**src/hdl/i2c_master_transfer_sequencer_defines.svh**
```systemverilog
// ---------------------------------------------------------------------------
// I2C master transfer sequencer: assertion macros
// Shared property wrappers; every check samples on clk and is off in reset.
// ---------------------------------------------------------------------------
`ifndef I2C_MASTER_TRANSFER_SEQUENCER_DEFINES_SVH
`define I2C_MASTER_TRANSFER_SEQUENCER_DEFINES_SVH

// same-cycle implication
`define I2CMS_ASSERT_NOW(lbl, ante, cons, msg) \
  lbl: assert property (@(posedge clk) disable iff (!rst_n) (ante) |-> (cons)) \
    else $error(msg);

// next-cycle implication
`define I2CMS_ASSERT_NEXT(lbl, ante, cons, msg) \
  lbl: assert property (@(posedge clk) disable iff (!rst_n) (ante) |=> (cons)) \
    else $error(msg);

`endif

```
**src/hdl/i2cms_pkg.sv**
```systemverilog
// ---------------------------------------------------------------------------
// i2cms_pkg
// Types and codes of the I2C master transfer sequencer.
// ---------------------------------------------------------------------------
`timescale 1ns / 1ps

package i2cms_pkg;

  typedef enum logic [1:0] {
    REQ_START_WR = 2'd0,
    REQ_START_RD = 2'd1,
    REQ_EVENT    = 2'd2,
    REQ_NONE     = 2'd3
  } req_t;

  typedef enum logic [2:0] {
    PH_IDLE      = 3'd0,
    PH_SB_SENT   = 3'd1,
    PH_ADDR_SENT = 3'd2,
    PH_BUSY      = 3'd3,
    PH_DONE      = 3'd4
  } phase_t;

  // ACK / POS / buffer interrupt control codes
  localparam logic [1:0] CTL_KEEP = 2'd0;
  localparam logic [1:0] CTL_ON   = 2'd1;
  localparam logic [1:0] CTL_OFF  = 2'd2;

  localparam logic [1:0] CMPL_NONE  = 2'd0;
  localparam logic [1:0] CMPL_DONE  = 2'd1;
  localparam logic [1:0] CMPL_NACK  = 2'd2;

  localparam int unsigned LenW = 16;

  // register index of the slave address byte
  localparam logic REG_SLAVE_ADDR = 1'b0;

  typedef struct packed {
    logic       dr_write_valid;
    logic [7:0] dr_write_byte;
    logic       gen_start;
    logic       gen_stop;
    logic [1:0] ack_control;
    logic [1:0] pos_control;
    logic [1:0] buffer_irq_control;
    logic [1:0] rx_push_count;
    logic [7:0] rx_byte_first;
    logic [7:0] rx_byte_second;
    logic       tx_byte_taken;
    logic [1:0] completion;
  } result_t;

endpackage

```
**src/hdl/i2c_master_transfer_sequencer.sv**
```systemverilog
// ---------------------------------------------------------------------------
// i2c_master_transfer_sequencer
// Turns start requests and controller status events into register actions
// for one I2C master write or read transfer.
// ---------------------------------------------------------------------------
//  channel   dir  handshake          payload
//  in_*      in   in_valid/in_ready  request or status event
//  out_*     out  out_valid/out_ready one action item per input item
//  cfg (APB) in   psel/penable       slave_write_address at 0x0
//
//  One item per cycle while in_ready is high; the sequencer state updates
//  at acceptance and the result is in the output register the cycle after.
//  in_ready drops only while a result waits and out_ready is low.
//  Synchronous active-low reset: phase idle, counts zero, address zero.
// ---------------------------------------------------------------------------
`timescale 1ns / 1ps

module i2c_master_transfer_sequencer (
  input  logic        clk,
  input  logic        rst_n,
  // configuration
  input  logic        psel,
  input  logic        penable,
  input  logic        pwrite,
  input  logic [2:0]  paddr,
  input  logic [31:0] pwdata,
  output logic [31:0] prdata,
  output logic        pready,
  // input items
  input  logic        in_valid,
  output logic        in_ready,
  input  logic [1:0]  in_req_type,
  input  logic [15:0] in_read_length,
  input  logic        in_flag_start_sent,
  input  logic        in_flag_addr_done,
  input  logic        in_flag_byte_finished,
  input  logic        in_flag_tx_empty,
  input  logic        in_flag_rx_full,
  input  logic        in_flag_nack,
  input  logic [7:0]  in_data_first,
  input  logic [7:0]  in_data_second,
  input  logic        in_tx_available,
  input  logic [7:0]  in_tx_next_byte,
  // result items
  output logic        out_valid,
  input  logic        out_ready,
  output logic        out_dr_write_valid,
  output logic [7:0]  out_dr_write_byte,
  output logic        out_gen_start,
  output logic        out_gen_stop,
  output logic [1:0]  out_ack_control,
  output logic [1:0]  out_pos_control,
  output logic [1:0]  out_buffer_irq_control,
  output logic [1:0]  out_rx_push_count,
  output logic [7:0]  out_rx_byte_first,
  output logic [7:0]  out_rx_byte_second,
  output logic        out_tx_byte_taken,
  output logic [1:0]  out_completion
);
  import i2cms_pkg::*;
  `include "i2c_master_transfer_sequencer_defines.svh"

  logic [7:0]      slave_addr_r;
  phase_t          phase_r, phase_nxt;
  logic            reading_r, reading_nxt;
  logic [LenW-1:0] len_r, len_nxt;
  logic [LenW-1:0] cnt_r, cnt_nxt;
  logic            out_valid_r;
  result_t         res_r, res_nxt;

  logic            in_fire;
  logic            cfg_wr;
  logic            ev_active;
  logic [LenW:0]   remain_diff;
  logic [LenW-1:0] remain;
  logic            size_one, size_two, size_big;
  logic            rem_gt3, rem_eq3, rem_eq2;
  req_t            req;

  // ---------------- configuration port ----------------
  assign pready = 1'b1;
  assign cfg_wr = psel && penable && pwrite;
  assign prdata = (paddr[2] == REG_SLAVE_ADDR) ? {24'd0, slave_addr_r} : 32'd0;

  always_ff @(posedge clk) begin
    if (!rst_n) begin
      slave_addr_r <= 8'd0;
    end else if (cfg_wr && paddr[2] == REG_SLAVE_ADDR) begin
      slave_addr_r <= pwdata[7:0];
    end
  end

  // ---------------- decode ----------------
  assign in_ready  = !out_valid_r || out_ready;
  assign in_fire   = in_valid && in_ready;
  assign req       = req_t'(in_req_type);
  assign ev_active = (req == REQ_EVENT) && (phase_r != PH_IDLE) && (phase_r != PH_DONE);

  // bytes still to come; zero once the count has passed the length
  assign remain_diff = {1'b0, len_r} - {1'b0, cnt_r};
  assign remain      = remain_diff[LenW] ? '0 : remain_diff[LenW-1:0];
  assign size_one    = (len_r == LenW'(1));
  assign size_two    = (len_r == LenW'(2));
  assign size_big    = (len_r > LenW'(2));
  assign rem_gt3     = (remain > LenW'(3));
  assign rem_eq3     = (remain == LenW'(3));
  assign rem_eq2     = (remain == LenW'(2));

  // ---------------- next state ----------------
  always_comb begin
    phase_nxt   = phase_r;
    reading_nxt = reading_r;
    len_nxt     = len_r;
    cnt_nxt     = cnt_r;
    case (req)
      REQ_START_WR, REQ_START_RD: begin
        phase_nxt   = PH_SB_SENT;
        reading_nxt = (req == REQ_START_RD);
        if (req == REQ_START_RD) begin
          len_nxt = in_read_length;
          cnt_nxt = '0;
        end
      end
      REQ_EVENT: begin
        if (ev_active) begin
          if (in_flag_nack) begin
            phase_nxt = PH_DONE;
          end else if (in_flag_start_sent) begin
            if (phase_r == PH_SB_SENT) phase_nxt = PH_ADDR_SENT;
          end else if (reading_r) begin
            if (in_flag_addr_done) begin
              phase_nxt = PH_BUSY;
            end else if (in_flag_byte_finished) begin
              if (size_two || (size_big && rem_eq2)) begin
                phase_nxt = PH_DONE;
              end else if (size_big && rem_eq3) begin
                cnt_nxt = cnt_r + LenW'(1);
              end
            end else if (in_flag_rx_full) begin
              if (size_one) begin
                phase_nxt = PH_DONE;
              end else if (size_big && rem_gt3) begin
                cnt_nxt = cnt_r + LenW'(1);
              end
            end
          end else begin
            if (in_flag_byte_finished) begin
              phase_nxt = PH_DONE;
            end else if (in_flag_tx_empty && in_tx_available) begin
              phase_nxt = PH_BUSY;
            end
          end
        end
      end
      default: ;
    endcase
  end

  // ---------------- result ----------------
  always_comb begin
    res_nxt = '0;
    case (req)
      REQ_START_WR, REQ_START_RD: begin
        res_nxt.gen_start = 1'b1;
        if (req == REQ_START_RD) res_nxt.ack_control = CTL_ON;
      end
      REQ_EVENT: begin
        if (ev_active) begin
          if (in_flag_nack) begin
            res_nxt.gen_stop   = 1'b1;
            res_nxt.completion = CMPL_NACK;
          end else if (in_flag_start_sent) begin
            if (phase_r == PH_SB_SENT) begin
              res_nxt.dr_write_valid = 1'b1;
              res_nxt.dr_write_byte  = slave_addr_r + {7'd0, reading_r};
            end
          end else if (reading_r) begin
            if (in_flag_addr_done) begin
              if (size_one) begin
                res_nxt.ack_control = CTL_OFF;
                res_nxt.gen_stop    = 1'b1;
              end else if (size_two) begin
                res_nxt.ack_control = CTL_OFF;
                res_nxt.pos_control = CTL_ON;
              end
              res_nxt.buffer_irq_control = CTL_ON;
            end else if (in_flag_byte_finished) begin
              if (size_two || (size_big && rem_eq2)) begin
                // last two bytes sit in DR and shift register
                res_nxt.gen_stop       = 1'b1;
                res_nxt.rx_push_count  = 2'd2;
                res_nxt.rx_byte_first  = in_data_first;
                res_nxt.rx_byte_second = in_data_second;
                res_nxt.ack_control    = CTL_ON;
                res_nxt.pos_control    = size_two ? CTL_OFF : CTL_KEEP;
                res_nxt.completion     = CMPL_DONE;
              end else if (size_big && rem_eq3) begin
                res_nxt.ack_control   = CTL_OFF;
                res_nxt.rx_push_count = 2'd1;
                res_nxt.rx_byte_first = in_data_first;
              end
            end else if (in_flag_rx_full) begin
              if (size_one) begin
                res_nxt.rx_push_count = 2'd1;
                res_nxt.rx_byte_first = in_data_first;
                res_nxt.ack_control   = CTL_ON;
                res_nxt.completion    = CMPL_DONE;
              end else if (size_big && rem_gt3) begin
                res_nxt.rx_push_count = 2'd1;
                res_nxt.rx_byte_first = in_data_first;
              end
            end
          end else begin
            res_nxt.buffer_irq_control = CTL_ON;
            if (in_flag_byte_finished) begin
              res_nxt.gen_stop           = 1'b1;
              res_nxt.buffer_irq_control = CTL_OFF;
              res_nxt.completion         = CMPL_DONE;
            end else if (in_flag_tx_empty) begin
              if (in_tx_available) begin
                res_nxt.dr_write_valid = 1'b1;
                res_nxt.dr_write_byte  = in_tx_next_byte;
                res_nxt.tx_byte_taken  = 1'b1;
              end else begin
                res_nxt.buffer_irq_control = CTL_OFF;
              end
            end
          end
        end
      end
      default: ;
    endcase
  end

  // ---------------- registers ----------------
  always_ff @(posedge clk) begin
    if (!rst_n) begin
      phase_r     <= PH_IDLE;
      reading_r   <= 1'b0;
      len_r       <= '0;
      cnt_r       <= '0;
      out_valid_r <= 1'b0;
    end else begin
      if (in_fire) begin
        phase_r     <= phase_nxt;
        reading_r   <= reading_nxt;
        len_r       <= len_nxt;
        cnt_r       <= cnt_nxt;
        out_valid_r <= 1'b1;
      end else if (out_ready) begin
        out_valid_r <= 1'b0;
      end
    end
  end

  always_ff @(posedge clk) begin
    if (in_fire) res_r <= res_nxt;
  end

  assign out_valid              = out_valid_r;
  assign out_dr_write_valid     = res_r.dr_write_valid;
  assign out_dr_write_byte      = res_r.dr_write_byte;
  assign out_gen_start          = res_r.gen_start;
  assign out_gen_stop           = res_r.gen_stop;
  assign out_ack_control        = res_r.ack_control;
  assign out_pos_control        = res_r.pos_control;
  assign out_buffer_irq_control = res_r.buffer_irq_control;
  assign out_rx_push_count      = res_r.rx_push_count;
  assign out_rx_byte_first      = res_r.rx_byte_first;
  assign out_rx_byte_second     = res_r.rx_byte_second;
  assign out_tx_byte_taken      = res_r.tx_byte_taken;
  assign out_completion         = res_r.completion;

  // ---------------- assertions ----------------
  `I2CMS_ASSERT_NOW(a_ready_when_empty, !out_valid_r, in_ready,
    "input stalled with empty output register")
  `I2CMS_ASSERT_NEXT(a_start_phase, in_fire && (req == REQ_START_WR || req == REQ_START_RD),
    phase_r == PH_SB_SENT && out_gen_start, "start request did not arm SB phase")
  `I2CMS_ASSERT_NEXT(a_nack_done, in_fire && ev_active && in_flag_nack,
    phase_r == PH_DONE && out_completion == CMPL_NACK, "NACK did not abort transfer")
  `I2CMS_ASSERT_NOW(a_push_bytes, out_valid_r && out_rx_push_count == 2'd0,
    out_rx_byte_first == 8'd0 && out_rx_byte_second == 8'd0,
    "rx bytes driven without a push")

endmodule

```
**config.mk**
```make
export PLATFORM = sky130hd
export DESIGN_NAME = i2c_master_transfer_sequencer
export DESIGN_NICKNAME = d
export VERILOG_FILES = /design/src/hdl/i2cms_pkg.sv /design/src/hdl/i2c_master_transfer_sequencer.sv
export VERILOG_INCLUDE_DIRS = /design/src /design/src/hdl
export SDC_FILE = /design/constraint.sdc
export NUM_CORES = 1
export LEC_CHECK = 0
export ABC_CLOCK_PERIOD_IN_PS = 6100
export BUFFER_PORTS_ARGS = -buffer_cell sky130_fd_sc_hd__buf_2
export CAP_MARGIN = 20
export CELL_PAD_IN_SITES_DETAIL_PLACEMENT = 1
export CELL_PAD_IN_SITES_GLOBAL_PLACEMENT = 1
export CORE_MARGIN = 1
export CORE_UTILIZATION = 41
export CTS_CLUSTER_DIAMETER = 100
export DETAILED_ROUTE_END_ITERATION = 8
export GPL_TIMING_DRIVEN = 0
export PLACE_DENSITY_LB_ADDON = 0.1
export SLEW_MARGIN = 20
export SYNTH_ARGS = -nofsm -noshare
export SYNTH_HDL_FRONTEND = slang
export SYNTH_SLANG_ARGS = --single-unit
```
**constraint.sdc**
```tcl
create_clock -name clk -period 6.1 [get_ports clk]
set_clock_uncertainty 0.15 [all_clocks]
set_input_delay 0.305 -clock clk [delete_from_list [all_inputs] [get_ports clk]]
set_output_delay 0.305 -clock clk [all_outputs]
set_load 0.01 [all_outputs]
```
==> metrics.md <==
| Metric | Value |
|---|---|
| Worst-path cell with the longest stage delay | sky130_fd_sc_hd__or4_4 |
| Slack of the worst reg-to-reg path | 1740 ps |
| Number of nets in the final layout | 911 |
| CTS H-tree lvls | 3 |
| Clk Latency, worst-skew pair | about 350 ps |
| Area share of the largest cell type after synthesis | 20.91% |
| Pins Over Slew Limit | 0 |
| I/O pin cnt | 164 |
| Clock sink count | 83 |
| Vias in the first global route | 5412 |
| Layout cell share with drive strength beyond 1 | 20.52% |
| Pin count of the biggest net entering global routing | 40 |
| Detailed-route DRC error count | 0 |
| Final Cell Area | 6584 um2 |
| Post-synthesis share of cell area spent on and, or, nand and nor gates | 25.29% |
| Switching part of the total power | 28.57% |
| Tightest slew margin relative to the limit | 43.82% |
| Final Routed Wirelength | 16.40 mm |
| Setup repair after global routing missed its margin | no |
| Average cell area after synthesis | about 8.3 um2 |
| CP Cell Sequence | inv_1 -> ha_1 -> a21o_1 -> a31oi_1 -> nand2_1 -> mux2i_1 -> a311o_1 -> or4_4 -> o21bai_1 -> clkbuf_1 -> a211oi_1 -> o21a_1 |
| Cell area after synthesis | 5456 um2 |
| Weighted congestion reported at the end of routability-driven placement | 0.9173 |
| Adder-cell share of the synthesized area | 4.953% |
| Setup TNS | 0 ps |
| Area leader, netlist | sky130_fd_sc_hd__edfxtp_1 |
| Number of setup buffers added after CTS | 0 |
| Final worst-path setup slack | 1741 ps |
| Die outline area | 13770 um2 |
| Leak pwr | 2.734 nW |
| Clock tree from TritonCTS | done |
| Highest net fanout along the worst path | 10 |
| Proportion of synthesized chip area in sequential cells | 37.42% |
| Post-DP Area | approximately 6300 um2 |
| Multiplexer area fraction after synthesis | around 3.9% |
| Drt pass-1 iters | 4 |
| Required time worst endpoint | 6190 ps |
| Endpoint arrival time on the critical path | 4450 ps |
| Switch Pwr | 0.3899 mW |
| Share of synthesized flip-flops with an asynchronous set or reset | 0% |
| Overflow left after global routing | 0 |
| EDFF count, synth | 38 |
| Combined global-route utilization of all metal layers | 24.31% |
| Register clock-pin slew on the reported worst setup and hold paths | around 70 ps |
| Wire length of the first global-routing pass | 26.89 mm |
| Number of rows in the core area | 41 |
| Power per unit of standard cell area | 207.2 nW/um2 |
| Critical path capture point type | flop |
| Result of the run | finished, final reports clean |
| Iteration-0 DRC count of the detailed router | 319 |
| Sequential share of power | 44.5% |
| Number of standard cells in the layout, taps in and fillers out | 976 |
| Hold Crit Class | input pin to flop |
| Number of buffer cells added on primary ports | 110 |
| Count of warnings emitted by yosys | 0 |
| Combinational cell fraction of total power | 18.5% |
| Number of buffers on the longest clock path | 2 |
| Count of unique library cells instantiated by Yosys | 62 |
| Main combinational cell family by area after synthesis | simple AND/OR/NAND/NOR gates |
| Number of antenna repair diodes | 0 |
| Post-DP HPWL | 13.02 mm |
| Worst-case vdd ir drop | 111.5 uV |
| Post-Synth XOR/XNOR Area | 1.605% |
| Core ar. | roughly 13000 um2 |
| Flops & latches, synth | 83 |
| Final hold violation count | 0 |
| Synthesized instance count | 655 |
| Starting utilization of the core area | 42.72% |
| Via-per-instance ratio | 5.407 |
| Die Y-Extent | 117.4 um |
| Total number of vias | 5277 |
| Remaining number of nets flagged by the antenna check after routing | 0 |
| Top area cells in the synthesized netlist | sky130_fd_sc_hd__edfxtp_1 (21%), sky130_fd_sc_hd__dfxtp_1 (17%), sky130_fd_sc_hd__nand2_1 (8.2%) |
| Clock tree root buffer cell | sky130_fd_sc_hd__clkbuf_16 |
| Die width | 117.4 um |
| Min Clock Period, post-route | roughly 4400 ps |
| Count of fill cells added during filler insertion | between 1500 and 2000 |
| Number of buffers inserted during clock tree synthesis | 9 |
| Number of antenna violations at the first check in global routing | 0 |
| Endpoints failing setup | 0 |
| Critical Path Start Type | flop |
| Hold-fix buffer count after cts | 0 |
| CTS-repair resized insts | 0 |
| Most common flop cell mapped by yosys | sky130_fd_sc_hd__dfxtp_1 |
| Maximum achievable frequency | 229.4 MHz |
| Count of max-cap constraint violations | 0 |
| Average wire length per cell after detail routing | 16.81 um |
| Internal power component | 0.9745 mW |
| Placement Setup Slack | 1778 ps |
| Slowest cell delay on critical path | approximately 580 ps |
| Clock group share of total power | roughly 37% |
| Share of the clock period used by the worst path | 71.46% |
| Tightest Pin Transition | approximately 840 ps |
| Synthesized-area fraction occupied by ao, oa, aoi and oai cells | 18.99% |
| Total instance count after detailed placement | 960 |
| Growth of design area from synthesis to finish | 20.66% |
| Crit Path Class | flop to flop |
worst paths after layout:
check                          start         to  cells after the start
setup / recovery            cnt_r[4]   cnt_r[1]                     12
hold / removal    in_read_length[13]  len_r[13]                      3
setup reg to reg            cnt_r[4]   cnt_r[1]                     12
hold reg to reg            cnt_r[11]  cnt_r[11]                      2
power by group through the flow:
stage	registers [mW]	logic (mW)	clock network [mW]
after detailed placement	0.620	0.248	0
final	0.608	0.252	0.505
after global placement	0.620	0.243	0
after floorplan	0.624	0.159	0
after global routing	0.610	0.276	0.539
after CTS	0.608	0.250	0.514
kinds of logic after synthesis:
kind of cell               Yosys count
buffers and inverters               83
xor gates and xnor gates            10
adders and majority gates           21
muxes                               21
AOI/OAI and AO/OA                  148
other                                2
and+or+nand+nor                    287
DFF                                 83
synth_stat cells, types with 2 or more instances:
cell                        count
sky130_fd_sc_hd__a2111oi_0      2
sky130_fd_sc_hd__a2111oi_1      4
sky130_fd_sc_hd__a211oi_1      16
sky130_fd_sc_hd__a21boi_0      28
sky130_fd_sc_hd__a21o_1        11
sky130_fd_sc_hd__a21oi_1       33
sky130_fd_sc_hd__a22oi_1        9
sky130_fd_sc_hd__a31oi_1       10
sky130_fd_sc_hd__and2_1         6
sky130_fd_sc_hd__and3_1         7
sky130_fd_sc_hd__buf_2          5
sky130_fd_sc_hd__buf_4         26
sky130_fd_sc_hd__clkbuf_1      21
sky130_fd_sc_hd__conb_1         2
sky130_fd_sc_hd__dfxtp_1       45
sky130_fd_sc_hd__edfxtp_1      38
sky130_fd_sc_hd__ha_1          20
sky130_fd_sc_hd__inv_1         30
sky130_fd_sc_hd__mux2i_1       21
sky130_fd_sc_hd__nand2_1      119
sky130_fd_sc_hd__nand2b_1       8
sky130_fd_sc_hd__nand3_1       19
sky130_fd_sc_hd__nand4_1        7
sky130_fd_sc_hd__nand4b_1       3
sky130_fd_sc_hd__nor2_1        47
sky130_fd_sc_hd__nor2b_1       16
sky130_fd_sc_hd__nor3_1        17
sky130_fd_sc_hd__nor3b_1        9
sky130_fd_sc_hd__nor4_1        10
sky130_fd_sc_hd__nor4b_1        2
sky130_fd_sc_hd__o2111ai_1      3
sky130_fd_sc_hd__o211a_1        2
sky130_fd_sc_hd__o211ai_1       3
sky130_fd_sc_hd__o21a_1         4
sky130_fd_sc_hd__o21ai_0        8
sky130_fd_sc_hd__o21bai_1       2
sky130_fd_sc_hd__o31ai_1        2
sky130_fd_sc_hd__or2_2          2
sky130_fd_sc_hd__or3_1          7
sky130_fd_sc_hd__xnor2_1        5
sky130_fd_sc_hd__xor2_1         5
routing by layer:
metal | vias up | wire (um) | global-route usage (%)
met3 | 32 | 665 | 4.232
met1 | 2526 | 7094 | 28.97
met2 | 130 | 8197 | 43.16
li1 | 2589 | - | -
met4 | 0 | 446 | 9.416
met5 | - | 0 | 0
per-stage QoR:
step / hold slack, ps / utilization (%) / total power [mW]
after floorplan: 284.7 / - / 0.7832
final: 49.83 / 51.54 / 1.364
after detailed placement: 306.8 / 49.44 / 0.8690
after CTS: 43.55 / 51.54 / 1.372
after global routing: 58.42 / 51.54 / 1.424
after global placement: 295.4 / 49.39 / 0.8627
state kept, by name, summed over array words and instances, names as in the netlist:
signal,cells
cnt_r,16
len_r,16
out_dr_write_byte,8
out_rx_byte_first,8
out_rx_byte_second,8
slave_addr_r,8
phase_r,3
out_ack_control,2
out_buffer_irq_control,2
out_completion,2
out_pos_control,2
out_rx_push_count,2
out_dr_write_valid,1
out_gen_start,1
out_gen_stop,1
out_tx_byte_taken,1
out_valid,1
reading_r,1
worst max-delay path, delay by kind of cell (launching register included):
kind                     cells  cell delay [ps]
AO/OA/AOI/OAI                6             1820
AND/OR/NAND/NOR              2              770
buffers and inverters        2              550
flip-flops                   1              380
adder cells (fa/ha/maj)      1              380
multiplexers                 1              200
layout make-up:
class	instances	area, um2	area share, %
multi-input combinational	512	3084	46.85
sequential	83	2042	31.01
timing repair buffer	110	550.5	8.362
buffer	53	310.3	4.713
clock buffer	10	229.0	3.478
tap	172	215.2	3.269
inverter	30	112.6	1.710
clock inverter	6	40.04	0.6081
placed cells by master (no fill, tap or decap), types with 3 or more instances in the layout:
cell / synthesis / layout
sky130_fd_sc_hd__and2_1: 6 / 6
sky130_fd_sc_hd__a21boi_0: 28 / 28
sky130_fd_sc_hd__nand2b_1: 8 / 8
sky130_fd_sc_hd__xnor2_1: 5 / 5
sky130_fd_sc_hd__nor4_1: 10 / 9
sky130_fd_sc_hd__edfxtp_1: 38 / 38
sky130_fd_sc_hd__a211oi_1: 16 / 16
sky130_fd_sc_hd__dfxtp_1: 45 / 45
sky130_fd_sc_hd__nor2_1: 47 / 47
sky130_fd_sc_hd__a22oi_1: 9 / 9
sky130_fd_sc_hd__ha_1: 20 / 20
sky130_fd_sc_hd__o2111ai_1: 3 / 3
sky130_fd_sc_hd__o21ai_0: 8 / 8
sky130_fd_sc_hd__nand4b_1: 3 / 3
sky130_fd_sc_hd__inv_1: 30 / 29
sky130_fd_sc_hd__clkbuf_1: 21 / 22
sky130_fd_sc_hd__nor2b_1: 16 / 16
sky130_fd_sc_hd__mux2i_1: 21 / 21
sky130_fd_sc_hd__buf_2: 5 / 115
sky130_fd_sc_hd__conb_1: 2 / 25
sky130_fd_sc_hd__xor2_1: 5 / 5
sky130_fd_sc_hd__o21a_1: 4 / 4
sky130_fd_sc_hd__a21o_1: 11 / 11
sky130_fd_sc_hd__o211ai_1: 3 / 3
sky130_fd_sc_hd__clkbuf_16: 0 / 9
sky130_fd_sc_hd__nand4_1: 7 / 7
sky130_fd_sc_hd__nand3_1: 19 / 19
sky130_fd_sc_hd__or3_1: 7 / 7
sky130_fd_sc_hd__buf_4: 26 / 26
sky130_fd_sc_hd__a31oi_1: 10 / 10
sky130_fd_sc_hd__nor3b_1: 9 / 9
sky130_fd_sc_hd__nor3_1: 17 / 17
sky130_fd_sc_hd__a21oi_1: 33 / 33
sky130_fd_sc_hd__nand2_1: 119 / 119
sky130_fd_sc_hd__and3_1: 7 / 7
sky130_fd_sc_hd__a2111oi_1: 4 / 4
(Power assumes the default switching activity.)
